--- src/design/bbc_pkg.sv ---
// Shared constants and types for the bracket balance checker.
package bbc_pkg;

    localparam int STACK_DEPTH = 1024;
    localparam int FILL_W      = $clog2(STACK_DEPTH + 1);
    localparam int ADDR_W      = $clog2(STACK_DEPTH);
    localparam int COUNT_W     = 16;

    localparam int QUEUE_DEPTH = 2;
    localparam int QPTR_W      = $clog2(QUEUE_DEPTH);
    localparam int QCNT_W      = $clog2(QUEUE_DEPTH + 1);

    localparam int IN_TDATA_W  = 8;
    localparam int OUT_TDATA_W = 24;
    localparam int OUT_USED_W  = COUNT_W + 1;

    localparam logic [7:0] CH_OPEN_ROUND   = 8'h28;
    localparam logic [7:0] CH_CLOSE_ROUND  = 8'h29;
    localparam logic [7:0] CH_OPEN_SQUARE  = 8'h5B;
    localparam logic [7:0] CH_CLOSE_SQUARE = 8'h5D;
    localparam logic [7:0] CH_OPEN_CURLY   = 8'h7B;
    localparam logic [7:0] CH_CLOSE_CURLY  = 8'h7D;

    typedef enum logic [1:0] {
        KIND_NONE   = 2'd0,
        KIND_ROUND  = 2'd1,
        KIND_SQUARE = 2'd2,
        KIND_CURLY  = 2'd3
    } t_kind;

    typedef enum logic [1:0] {
        OP_NONE  = 2'd0,
        OP_OPEN  = 2'd1,
        OP_CLOSE = 2'd2
    } t_op;

    typedef struct packed {
        t_op   op;
        t_kind kind;
        logic  last;
    } t_item;

endpackage

--- src/design/bbc_front.sv ---
// Front end: takes input bytes and turns each into a classified stack operation.
module bbc_front
    import bbc_pkg::*;
(
    input  logic                  i_in_valid,
    input  logic [IN_TDATA_W-1:0] i_in_char,
    input  logic                  i_in_last,
    output logic                  o_in_ready,
    input  logic                  i_queue_full,
    output logic                  o_push,
    output t_item                 o_push_item
);

    function automatic t_item classify(input logic [7:0] c, input logic last);
        t_item it;
        it.last = last;
        case (c)
            CH_OPEN_ROUND:   begin it.op = OP_OPEN;  it.kind = KIND_ROUND;  end
            CH_OPEN_SQUARE:  begin it.op = OP_OPEN;  it.kind = KIND_SQUARE; end
            CH_OPEN_CURLY:   begin it.op = OP_OPEN;  it.kind = KIND_CURLY;  end
            CH_CLOSE_ROUND:  begin it.op = OP_CLOSE; it.kind = KIND_ROUND;  end
            CH_CLOSE_SQUARE: begin it.op = OP_CLOSE; it.kind = KIND_SQUARE; end
            CH_CLOSE_CURLY:  begin it.op = OP_CLOSE; it.kind = KIND_CURLY;  end
            default:         begin it.op = OP_NONE;  it.kind = KIND_NONE;   end
        endcase
        return it;
    endfunction

    assign o_in_ready  = !i_queue_full;
    assign o_push      = i_in_valid && !i_queue_full;
    assign o_push_item = classify(i_in_char, i_in_last);

endmodule

--- src/design/bbc_queue.sv ---
// Short queue of classified operations between the front and back ends.
module bbc_queue
    import bbc_pkg::*;
(
    input  logic  i_clk,
    input  logic  i_rst_n,
    input  logic  i_push,
    input  t_item i_push_item,
    output logic  o_full,
    input  logic  i_pop,
    output logic  o_valid,
    output t_item o_item
);

    t_item             r_slot [QUEUE_DEPTH];
    logic [QPTR_W-1:0] r_wr_ptr, n_wr_ptr;
    logic [QPTR_W-1:0] r_rd_ptr, n_rd_ptr;
    logic [QCNT_W-1:0] r_count, n_count;

    function automatic logic [QPTR_W-1:0] ptr_inc(input logic [QPTR_W-1:0] p);
        return (p == QPTR_W'(QUEUE_DEPTH - 1)) ? '0 : p + QPTR_W'(1);
    endfunction

    assign o_full  = (r_count == QCNT_W'(QUEUE_DEPTH));
    assign o_valid = (r_count != '0);
    assign o_item  = r_slot[r_rd_ptr];

    always_comb begin
        n_wr_ptr = i_push ? ptr_inc(r_wr_ptr) : r_wr_ptr;
        n_rd_ptr = i_pop  ? ptr_inc(r_rd_ptr) : r_rd_ptr;
        n_count  = r_count;
        if (i_push && !i_pop) begin
            n_count = r_count + QCNT_W'(1);
        end else if (!i_push && i_pop) begin
            n_count = r_count - QCNT_W'(1);
        end
    end

    always_ff @(posedge i_clk) begin
        if (!i_rst_n) begin
            r_wr_ptr <= '0;
            r_rd_ptr <= '0;
            r_count  <= '0;
        end else begin
            r_wr_ptr <= n_wr_ptr;
            r_rd_ptr <= n_rd_ptr;
            r_count  <= n_count;
        end
    end

    always_ff @(posedge i_clk) begin
        if (i_push) begin
            r_slot[r_wr_ptr] <= i_push_item;
        end
    end

endmodule

--- src/design/bbc_back.sv ---
// Back end: bracket stack with a cached top entry, counters and the result register.
module bbc_back
    import bbc_pkg::*;
(
    input  logic               i_clk,
    input  logic               i_rst_n,
    input  logic               i_item_valid,
    input  t_item              i_item,
    output logic               o_item_take,
    output logic               o_res_valid,
    input  logic               i_res_ready,
    output logic               o_res_balanced,
    output logic [COUNT_W-1:0] o_res_count
);

    // The top entry lives in r_top; the memory holds the entries beneath it.
    t_kind              r_mem [STACK_DEPTH];
    t_kind              r_mem_q;
    t_kind              r_top, n_top;
    logic               r_byp, n_byp;
    t_kind              r_byp_kind;
    logic [FILL_W-1:0]  r_fill, n_fill, s_fill;
    logic               r_mis, n_mis, s_mis;
    logic [COUNT_W-1:0] r_cnt, n_cnt, s_cnt;
    logic               r_res_valid, n_res_valid;
    logic               r_res_bal;
    logic [COUNT_W-1:0] r_res_cnt;
    logic               take, res_load;
    logic               we;
    logic [FILL_W-1:0]  fill_m1, nfill_m2;
    logic [ADDR_W-1:0]  wa, ra;
    t_kind              under;

    assign take     = i_item_valid && (!i_item.last || !r_res_valid || i_res_ready);
    assign res_load = take && i_item.last;
    assign under    = r_byp ? r_byp_kind : r_mem_q;
    assign fill_m1  = r_fill - FILL_W'(1);
    assign wa       = fill_m1[ADDR_W-1:0];

    always_comb begin
        s_fill = r_fill;
        s_mis  = r_mis;
        s_cnt  = r_cnt;
        n_top  = r_top;
        we     = 1'b0;
        if (take) begin
            case (i_item.op)
                OP_OPEN: begin
                    // A push onto a full stack is dropped but still counted.
                    if (r_fill != FILL_W'(STACK_DEPTH)) begin
                        we     = (r_fill != '0);
                        n_top  = i_item.kind;
                        s_fill = r_fill + FILL_W'(1);
                    end
                    if (r_cnt != '1) s_cnt = r_cnt + COUNT_W'(1);
                end
                OP_CLOSE: begin
                    if (r_fill != '0 && r_top == i_item.kind) begin
                        s_fill = fill_m1;
                        n_top  = under;
                    end else begin
                        s_mis = 1'b1;
                    end
                    if (r_cnt != '1) s_cnt = r_cnt + COUNT_W'(1);
                end
                default: begin
                end
            endcase
        end
        n_fill = s_fill;
        n_mis  = s_mis;
        n_cnt  = s_cnt;
        if (res_load) begin
            n_fill = '0;
            n_mis  = 1'b0;
            n_cnt  = '0;
        end
    end

    // Always prefetch the entry that will sit just under the new top.
    assign nfill_m2 = n_fill - FILL_W'(2);
    assign ra       = nfill_m2[ADDR_W-1:0];
    assign n_byp    = we && (wa == ra);

    assign n_res_valid = (r_res_valid && !i_res_ready) || res_load;

    always_ff @(posedge i_clk) begin
        if (!i_rst_n) begin
            r_fill      <= '0;
            r_mis       <= 1'b0;
            r_cnt       <= '0;
            r_byp       <= 1'b0;
            r_res_valid <= 1'b0;
        end else begin
            r_fill      <= n_fill;
            r_mis       <= n_mis;
            r_cnt       <= n_cnt;
            r_byp       <= n_byp;
            r_res_valid <= n_res_valid;
        end
    end

    always_ff @(posedge i_clk) begin
        r_top      <= n_top;
        r_byp_kind <= r_top;
        if (res_load) begin
            r_res_bal <= !s_mis && (s_fill == '0);
            r_res_cnt <= s_cnt;
        end
    end

    always_ff @(posedge i_clk) begin
        if (we) begin
            r_mem[wa] <= r_top;
        end
        r_mem_q <= r_mem[ra];
    end

    assign o_item_take    = take;
    assign o_res_valid    = r_res_valid;
    assign o_res_balanced = r_res_bal;
    assign o_res_count    = r_res_cnt;

endmodule

--- src/design/bracket_balance_checker_core.sv ---
// Top level of the bracket balance checker.
//
//  Channel   Direction  Payload (low bit first)                 Per transfer
//  s_axis    in         tdata: char_code[7:0]; tlast: last_char  one byte of a string
//  m_axis    out        tdata: balanced, bracket_count, zeros    one result per string
//
// One byte is taken every cycle while tready is high; the stack keeps its top entry in a
// register and prefetches the entry beneath it from the memory, so pushes and pops never
// stall. tvalid rises once a string's last byte has passed the queue and result register.
// Reset clears the fill count and the flags; the stack memory is not cleared, as the
// fill count marks which entries are live.
// While a result waits, later non-final bytes still flow; a second final byte waits
// in the two-entry queue, and tready falls only when that queue is full.
module bracket_balance_checker_core
    import bbc_pkg::*;
(
    input  logic                   i_clk,
    input  logic                   i_rst_n,
    input  logic                   i_s_axis_tvalid,
    output logic                   o_s_axis_tready,
    input  logic [IN_TDATA_W-1:0]  i_s_axis_tdata,  // char_code[7:0]
    input  logic                   i_s_axis_tlast,  // last_char
    output logic                   o_m_axis_tvalid,
    input  logic                   i_m_axis_tready,
    output logic [OUT_TDATA_W-1:0] o_m_axis_tdata   // balanced[0], bracket_count[16:1], zero
);

    logic               push, queue_full, queue_valid, item_take;
    t_item              push_item, queue_item;
    logic               res_balanced;
    logic [COUNT_W-1:0] res_count;

    bbc_front u_front (
        .i_in_valid   (i_s_axis_tvalid),
        .i_in_char    (i_s_axis_tdata),
        .i_in_last    (i_s_axis_tlast),
        .o_in_ready   (o_s_axis_tready),
        .i_queue_full (queue_full),
        .o_push       (push),
        .o_push_item  (push_item)
    );

    bbc_queue u_queue (
        .i_clk       (i_clk),
        .i_rst_n     (i_rst_n),
        .i_push      (push),
        .i_push_item (push_item),
        .o_full      (queue_full),
        .i_pop       (item_take),
        .o_valid     (queue_valid),
        .o_item      (queue_item)
    );

    bbc_back u_back (
        .i_clk          (i_clk),
        .i_rst_n        (i_rst_n),
        .i_item_valid   (queue_valid),
        .i_item         (queue_item),
        .o_item_take    (item_take),
        .o_res_valid    (o_m_axis_tvalid),
        .i_res_ready    (i_m_axis_tready),
        .o_res_balanced (res_balanced),
        .o_res_count    (res_count)
    );

    assign o_m_axis_tdata = {(OUT_TDATA_W - OUT_USED_W)'(0), res_count, res_balanced};

endmodule

--- config.mk ---
export PLATFORM = sky130hd
export DESIGN_NAME = bracket_balance_checker_core
export DESIGN_NICKNAME = d
export VERILOG_FILES = /design/src/design/bbc_pkg.sv /design/src/design/bbc_front.sv /design/src/design/bbc_queue.sv /design/src/design/bbc_back.sv /design/src/design/bracket_balance_checker_core.sv
export SDC_FILE = /design/constraint.sdc
export NUM_CORES = 2
export LEC_CHECK = 0
export BUFFER_PORTS_ARGS = -buffer_cell sky130_fd_sc_hd__buf_2
export CELL_PAD_IN_SITES_DETAIL_PLACEMENT = 0
export CELL_PAD_IN_SITES_GLOBAL_PLACEMENT = 1
export CORE_MARGIN = 2
export CORE_UTILIZATION = 58
export CTS_CLUSTER_SIZE = 24
export DETAILED_ROUTE_END_ITERATION = 8
export PLACE_DENSITY_LB_ADDON = 0.1
export SLEW_MARGIN = 30
export SYNTH_ARGS = -nofsm -noshare
export SYNTH_HDL_FRONTEND = slang
export SYNTH_SLANG_ARGS = --single-unit
export TNS_END_PERCENT = 50
--- constraint.sdc ---
create_clock -name i_clk -period 31.8 [get_ports i_clk]
set_input_delay 0 -clock i_clk [delete_from_list [all_inputs] [get_ports i_clk]]
set_output_delay 0 -clock i_clk [all_outputs]
set_load 0.02 [all_outputs]
## Word level (Yosys, flattened, before mapping)

Memories as Yosys holds them, arrays and structs flattened. A register that Yosys moved wholly into a read port is not among the register bits.
Cells that the tools add are included.

- Add/subtract/negate cells: 8
- Equal/unequal tests: 15
- Multiplexer cells: 29
- Bitwise operators: 1
- Reduce and logical (&&, ||, !) cells: 27

Operators with widths:

| kind | number |
|---|---|
| $mux W16 | 3 |
| $mux W11 | 4 |
| $eq A8 B7 Y1 const B | 4 |
| $pmux W4 S6 | 1 |
| $pmux W11 S2 | 1 |
| $add A16 B1 Y16 const B | 1 |
| $eq A8 B6 Y1 const B | 2 |
| $ne A16 B16 Y1 const B | 1 |
| $mux W1 | 14 |
| $add A11 B1 Y11 const B | 1 |
| $logic_not A11 Y1 | 1 |
| $ne A11 B11 Y1 const B | 1 |
| $reduce_bool A11 Y1 | 1 |
| $sub A11 B1 Y11 const B | 1 |
| $eq A10 B10 Y1 | 1 |
| $mux W2 | 5 |
| $sub A10 B2 Y10 const B | 1 |
| $logic_and A1 B1 Y1 | 9 |
| $logic_not A1 Y1 | 7 |
| $reduce_bool A2 Y1 | 3 |
| $eq A2 B2 Y1 const B | 2 |
| $ne A2 B1 Y1 const B | 2 |
| $pmux W2 S2 | 1 |
| $reduce_and A4 Y1 | 1 |
| 8 further kinds | 12 |

- Bits in registers: 55
- Memory bits (writable): 2058
- Bits of input ports: 13
- Memories kept: 2

Memories:

| memory | words | bits a word | rd ports | clocked after memory_dff | wr ports | line | source |
|---|---|---|---|---|---|---|---|
| u_back.r_mem | 1024 | 2 | 1 | 1 | 1 | bbc_back.sv:17 | `t_kind r_mem [STACK_DEPTH];` |
| u_queue.r_slot | 2 | 5 | 1 | 1 | 1 | bbc_queue.sv:15 | `t_item r_slot [QUEUE_DEPTH];` |

## Longest topological paths before layout

- Word-level depth: 9
- Mapped depth: 29
- Gate-level depth less buffers: 21

## Modules after synthesis

From an unflattened synthesis, not the netlist that was laid out.

- Cells, all modules: 6482
- Area total of the unflattened synthesis: 88735.1 um^2

By module, submodules not included:

| module | times used | cells an instance | area an instance (um^2) |
|---|---|---|---|
| bbc_back | 1 | 6417 | 87970.6 |
| bbc_queue | 1 | 37 | 578.1 |
| bbc_front | 1 | 19 | 122.6 |
| bracket_balance_checker_core | 1 | 9 | 63.8 |

## Worst setup path after synthesis

Ideal clock, no wire load.

- Path type: flip-flop to flip-flop
- Start point: register u_back.r_top[0]
- End point: register u_back.r_mem_q[0] (read register of u_back.r_mem)
- Setup time: 122 ps
- Arrival time: 18720 ps
- Required time: 31678 ps
- Setup slack: 12958 ps
- Stages on the path, launching flop included: 22
- Path buffers: 9
- Period minus slack after synthesis: 18842 ps
- Cells stage by stage: edfxtp_1 xor2_1 nand3_1 o31a_1 a21oi_1 inv_1 clkbuf_1 clkbuf_1 clkbuf_1 buf_1 ha_1 clkbuf_1 buf_1 buf_1 clkbuf_1 clkbuf_1 o21ai_0 a22oi_1 a31oi_1 a41oi_1 a31oi_1 a311o_1

- Longest elaborated chain between the ends: 7

RTL lines:

| element | line | source |
|---|---|---|
| start: declaration | bbc_back.sv:19 | `t_kind r_top, n_top;` |
| start signal: assignment | bbc_back.sv:104 | `r_top <= n_top;` |
| $eq A2 B2 Y1 | bbc_back.sv:58 | `if (r_fill != '0 && r_top == i_item.kind) begin` |
| $logic_and A1 B1 Y1 | bbc_back.sv:58 |  |
| $mux W11 | bbc_back.sv:58 |  |
| $pmux W11 S2 | bbc_back.sv:47 | `case (i_item.op)` |
| $mux W11 | bbc_back.sv:46 | `if (take) begin` |
| $mux W11 | bbc_back.sv:73 | `if (res_load) begin` |
| $sub A10 B2 Y10 | bbc_back.sv:81 | `assign nfill_m2 = n_fill - FILL_W'(2);` |
| end: declaration | bbc_back.sv:18 | `t_kind r_mem_q;` |

No other way between the ends.
A chain may end at the register's enable or synchronous reset.

## Worst setup path in the final report

- Start point: register u_back.r_fill[0]
- End point: register u_back.r_mem_q[0] (read register of u_back.r_mem)

- Longest elaborated chain between the ends: 7
- Elaborated cells on any way between the ends: 11

RTL lines:

| element | line | source |
|---|---|---|
| start: declaration | bbc_back.sv:22 | `logic [FILL_W-1:0] r_fill, n_fill, s_fill;` |
| start signal: assignment | bbc_back.sv:95 | `r_fill <= n_fill;` |
| parallel branches: the longest is 4 deep, another holds $sub A11 B1 Y11 | -- |  |
| $mux W11 * | bbc_back.sv:46 |  |
| $mux W11 * | bbc_back.sv:73 |  |
| $sub A10 B2 Y10 * | bbc_back.sv:81 |  |

Every way passes the cells marked *.

==> results.py <==
metrics = {
    "status": {
        "status": "finished, final reports clean",
    },
    "sta": {
        "setup_slack_ns": 23.35,
        "fmax_mhz": 118,
        "final_max_slew_viol_count": 0,
        "finalCritPeriodShare": 0.266,
        "worst_pin_slew_ns": 1.13,
        "relSlewSlack": 0.244,
        "rsz0062_at_grt": "false",
        "fin_setup_tns_ns": 0,
        "whs_ns": 0.0613,
        "period_needed_ns": 8.45,
        "finalSetupViolCount": 0,
        "hold_viol_final": 0,
        "fin_worst_skew_ns": 0.0462,
    },
    "routing": {
        "wl_met3_um": 37300,
        "drt-initial-drc-count": 9093,
        "drc": 0,
        "dr_wl_met2_um": 124000,
        "top_layer_used": "met5",
        "ant_nets": 0,
        "vias": 57228,
        "wl_per_cell_um": 34.0,
        "routed_via_density": 6.99,
        "routed_wl_um": 279000,
        "wl_met1_um": 104000,
        "dr.pass1.iters": 6,
    },
    "synth": {
        "netlist.area_leader.share": 0.703,
        "synth_area_um2": 88800,
        "synth_area_leaders": "edfxtp_1, mux4_2, nor2_1",
        "ys_ff_latch": 2116,
        "postSynthAreaPerCell_um2": 14.6,
        "ys.flop_type": "edfxtp_1",
        "synth-async-reset-ratio": 0,
        "synth_cell_types": 86,
        "syn-instance-count": 6064,
        "synth_top_area_cell": "edfxtp_1",
        "yosys_warnings": 0,
        "seq_area_frac_synth": 0.712,
        "synth_edf_count": 2077,
    },
    "cts": {
        "cts_tree": "built",
        "clock_sinks": 2116,
        "ctsResizeCount": 0,
        "clk-insertion-delay-late_ns": 0.87,
        "clk_pin_slew_worst_paths_ns": 0.06,
        "cts_setup_buffers": 0,
        "htreeDepth": 4,
        "cts_buffers": 209,
        "clockBufferDepth": 3,
        "clockRootBuffer": "clkbuf_16",
    },
    "floorplan": {
        "initial_utilization": 0.584,
        "dieHeight_um": 395,
        "design.core.area_um2": 152000,
        "std_cell_rows": 143,
        "io_pins": 39,
        "dieArea_um2": 156000,
        "die_x_um": 395,
    },
    "placement": {
        "dp_slack_ns": 23.64,
        "place_area_um2": 91000,
        "dp_hpwl_um": 153000,
        "place_congestion": 0.896,
        "portBuffers": 31,
    },
    "power_and_ir_drop": {
        "powerDensity_nw_per_um2": 67.6,
        "p_leak_uw": 0.0301,
        "vdd_drop_max_uv": 60.8,
    },
    "grt": {
        "grt_overflow": 0,
        "grt_pass1_vias": 54559,
        "grt_max_degree": 221,
        "grt_pass1_wl_um": 395000,
        "grtUsageTotal": 0.355,
        "antenna_found_initial": 11,
    },
    "worst_setup_path": {
        "slowest_stage": "nor4_1",
        "path_class": "flip-flop to flip-flop",
        "crit_family": "compound AO/OA/AOI/OAI gates",
        "path_cells": "inv_1, ha_1, nor4b_1, nand3_1, a31oi_1, o21ai_0, a21oi_4, inv_6, ha_4, inv_1, a221o_1, nand2_4, buf_4, o311ai_0, nand3_1, a21oi_1, nor4_1, a31oi_1, a311o_1",
        "cp.required_ns": 32.54,
        "arrival_ns": 9.19,
        "cp.buffers_inverters": 4,
        "endpoint_kind": "flip-flop",
        "cpPeakStageDelay_ns": 0.90,
        "startpoint_type": "flip-flop",
        "worst-path-max-fanout": 57,
    },
    "layout": {
        "syn_to_final_growth_pct": 10.6,
        "final_nets": 5985,
        "fin_area_um2": 98100,
        "layout-drive-gt1-share": 0.140,
    },
    "min_path": {
        "hp-class": "primary input to flip-flop",
    },
    "flow_run": {
        "max-cap-violations": 0,
    },
}
## tightest hold or removal path, delay by kind of cell
| kind | cells | cell delay, ns |
|---|---|---|
| buf+inv | 1 | 0.09 |
| simple gates | 3 | 0.40 |
| compound gates | 2 | 0.21 |
## logic make-up after synthesis
| logic type | synth area share |
|---|---|
| compound gates | 0.0761 |
| xor+xnor | 0.00405 |
| fa+ha+maj | 0.00155 |
| buf+inv | 0.0249 |
| flops | 0.712 |
| mux | 0.0922 |
| other cells | 0.0000423 |
| simple gates | 0.0897 |
## layout by cell type, fill, tap and decap left out, drive strengths merged, types with 59 or more instances in the layout
master	synthesis	routed
clkinv	0	106
mux4	253	253
nand3	73	73
a22oi	59	59
a221oi	66	66
o22ai	106	106
clkbuf	337	257
a21oi	163	163
nor3	115	115
nand2	272	272
nor2	1174	1174
buf	202	203
mux2i	230	230
or3	78	78
o221ai	78	78
o21ai	157	157
edfxtp	2077	2077
## power breakdown
group / switching [µW] / leakage [µW] / internal [µW] / total (µW)
Sequential: 12.5 / 0.0190 / 3160 / 3180
Clock: 1080 / 0.00329 / 1370 / 2460
Combinational: 717 / 0.00779 / 287 / 1000
## layer usage
metal  track usage  vias to the layer above
met3        0.0877                      613
met4         0.153                        4
li1              -                    23351
met5             0                        -
met1         0.507                    29134
met2         0.524                     4126
## per-stage QoR
step                      utilization  cells  total power (µW)
final                           0.646   8186              6640
after global routing            0.646   8175              6810
after CTS                       0.645   8171              6630
after detailed placement        0.599   7760              4210
after global placement          0.599   7757              4210
after floorplan                     -   6070              3960
## Yosys cell counts (11+ instances only)
library cell,count
a2111oi_0,12
nand2_1,272
xor2_1,12
a21oi_1,163
o211ai_1,55
mux2_2,15
or4_1,13
clkbuf_1,337
nor4_1,19
inv_1,17
nand4_1,24
and2_1,16
o22ai_1,106
mux4_2,253
o221ai_1,78
or3_1,78
a22oi_1,59
edfxtp_1,2077
o2111ai_1,15
mux2i_1,230
a221oi_1,66
nor3_1,114
and3_1,20
nor2_1,1173
buf_1,133
ha_1,11
buf_2,56
nor2b_1,22
nand3_1,73
o31ai_1,21
a31oi_1,44
dfxtp_1,39
o21ai_0,152
o311ai_0,33
buf_4,12
nand2b_1,11
xnor2_1,29
a211oi_1,36
## worst paths after layout
path	start	to	slack [ns]	depth (start not counted)
max	u_back.r_fill[0]	u_back.r_mem_q[0]	23.35	19
min	i_s_axis_tdata[4]	u_queue.r_slot[1][1]	0.06	6
max reg2reg	u_back.r_fill[0]	u_back.r_mem_q[0]	23.35	19
min reg2reg	u_back.r_mis	u_back.r_mis	0.50	2
## state kept, by name, summed over array words and instances (netlist names), 10 cells and up, named ones only
name	count
u_back.o_res_count	16
u_back.r_cnt	16
u_back.r_fill	11
u_back.r_mem	2048
u_queue.r_slot	10
## what timing repair did
item	CTS	global route
hold buffers	16	0
hold endpoints to repair	33	0
setup endpoints to repair	0	0
## area by class of cell
type / count / area [µm²]
antenna: 11 / 27.5
clock buffer: 257 / 5410
clock inverter: 138 / 1390
fill: 10893 / 53800
inverter: 17 / 81.3
multi-input combinational: 3398 / 23700
sequential: 2116 / 63200
tap: 2030 / 2540
timing repair buffer: 219 / 1830
No activity file was read; power rests on OpenSTA's default activity.
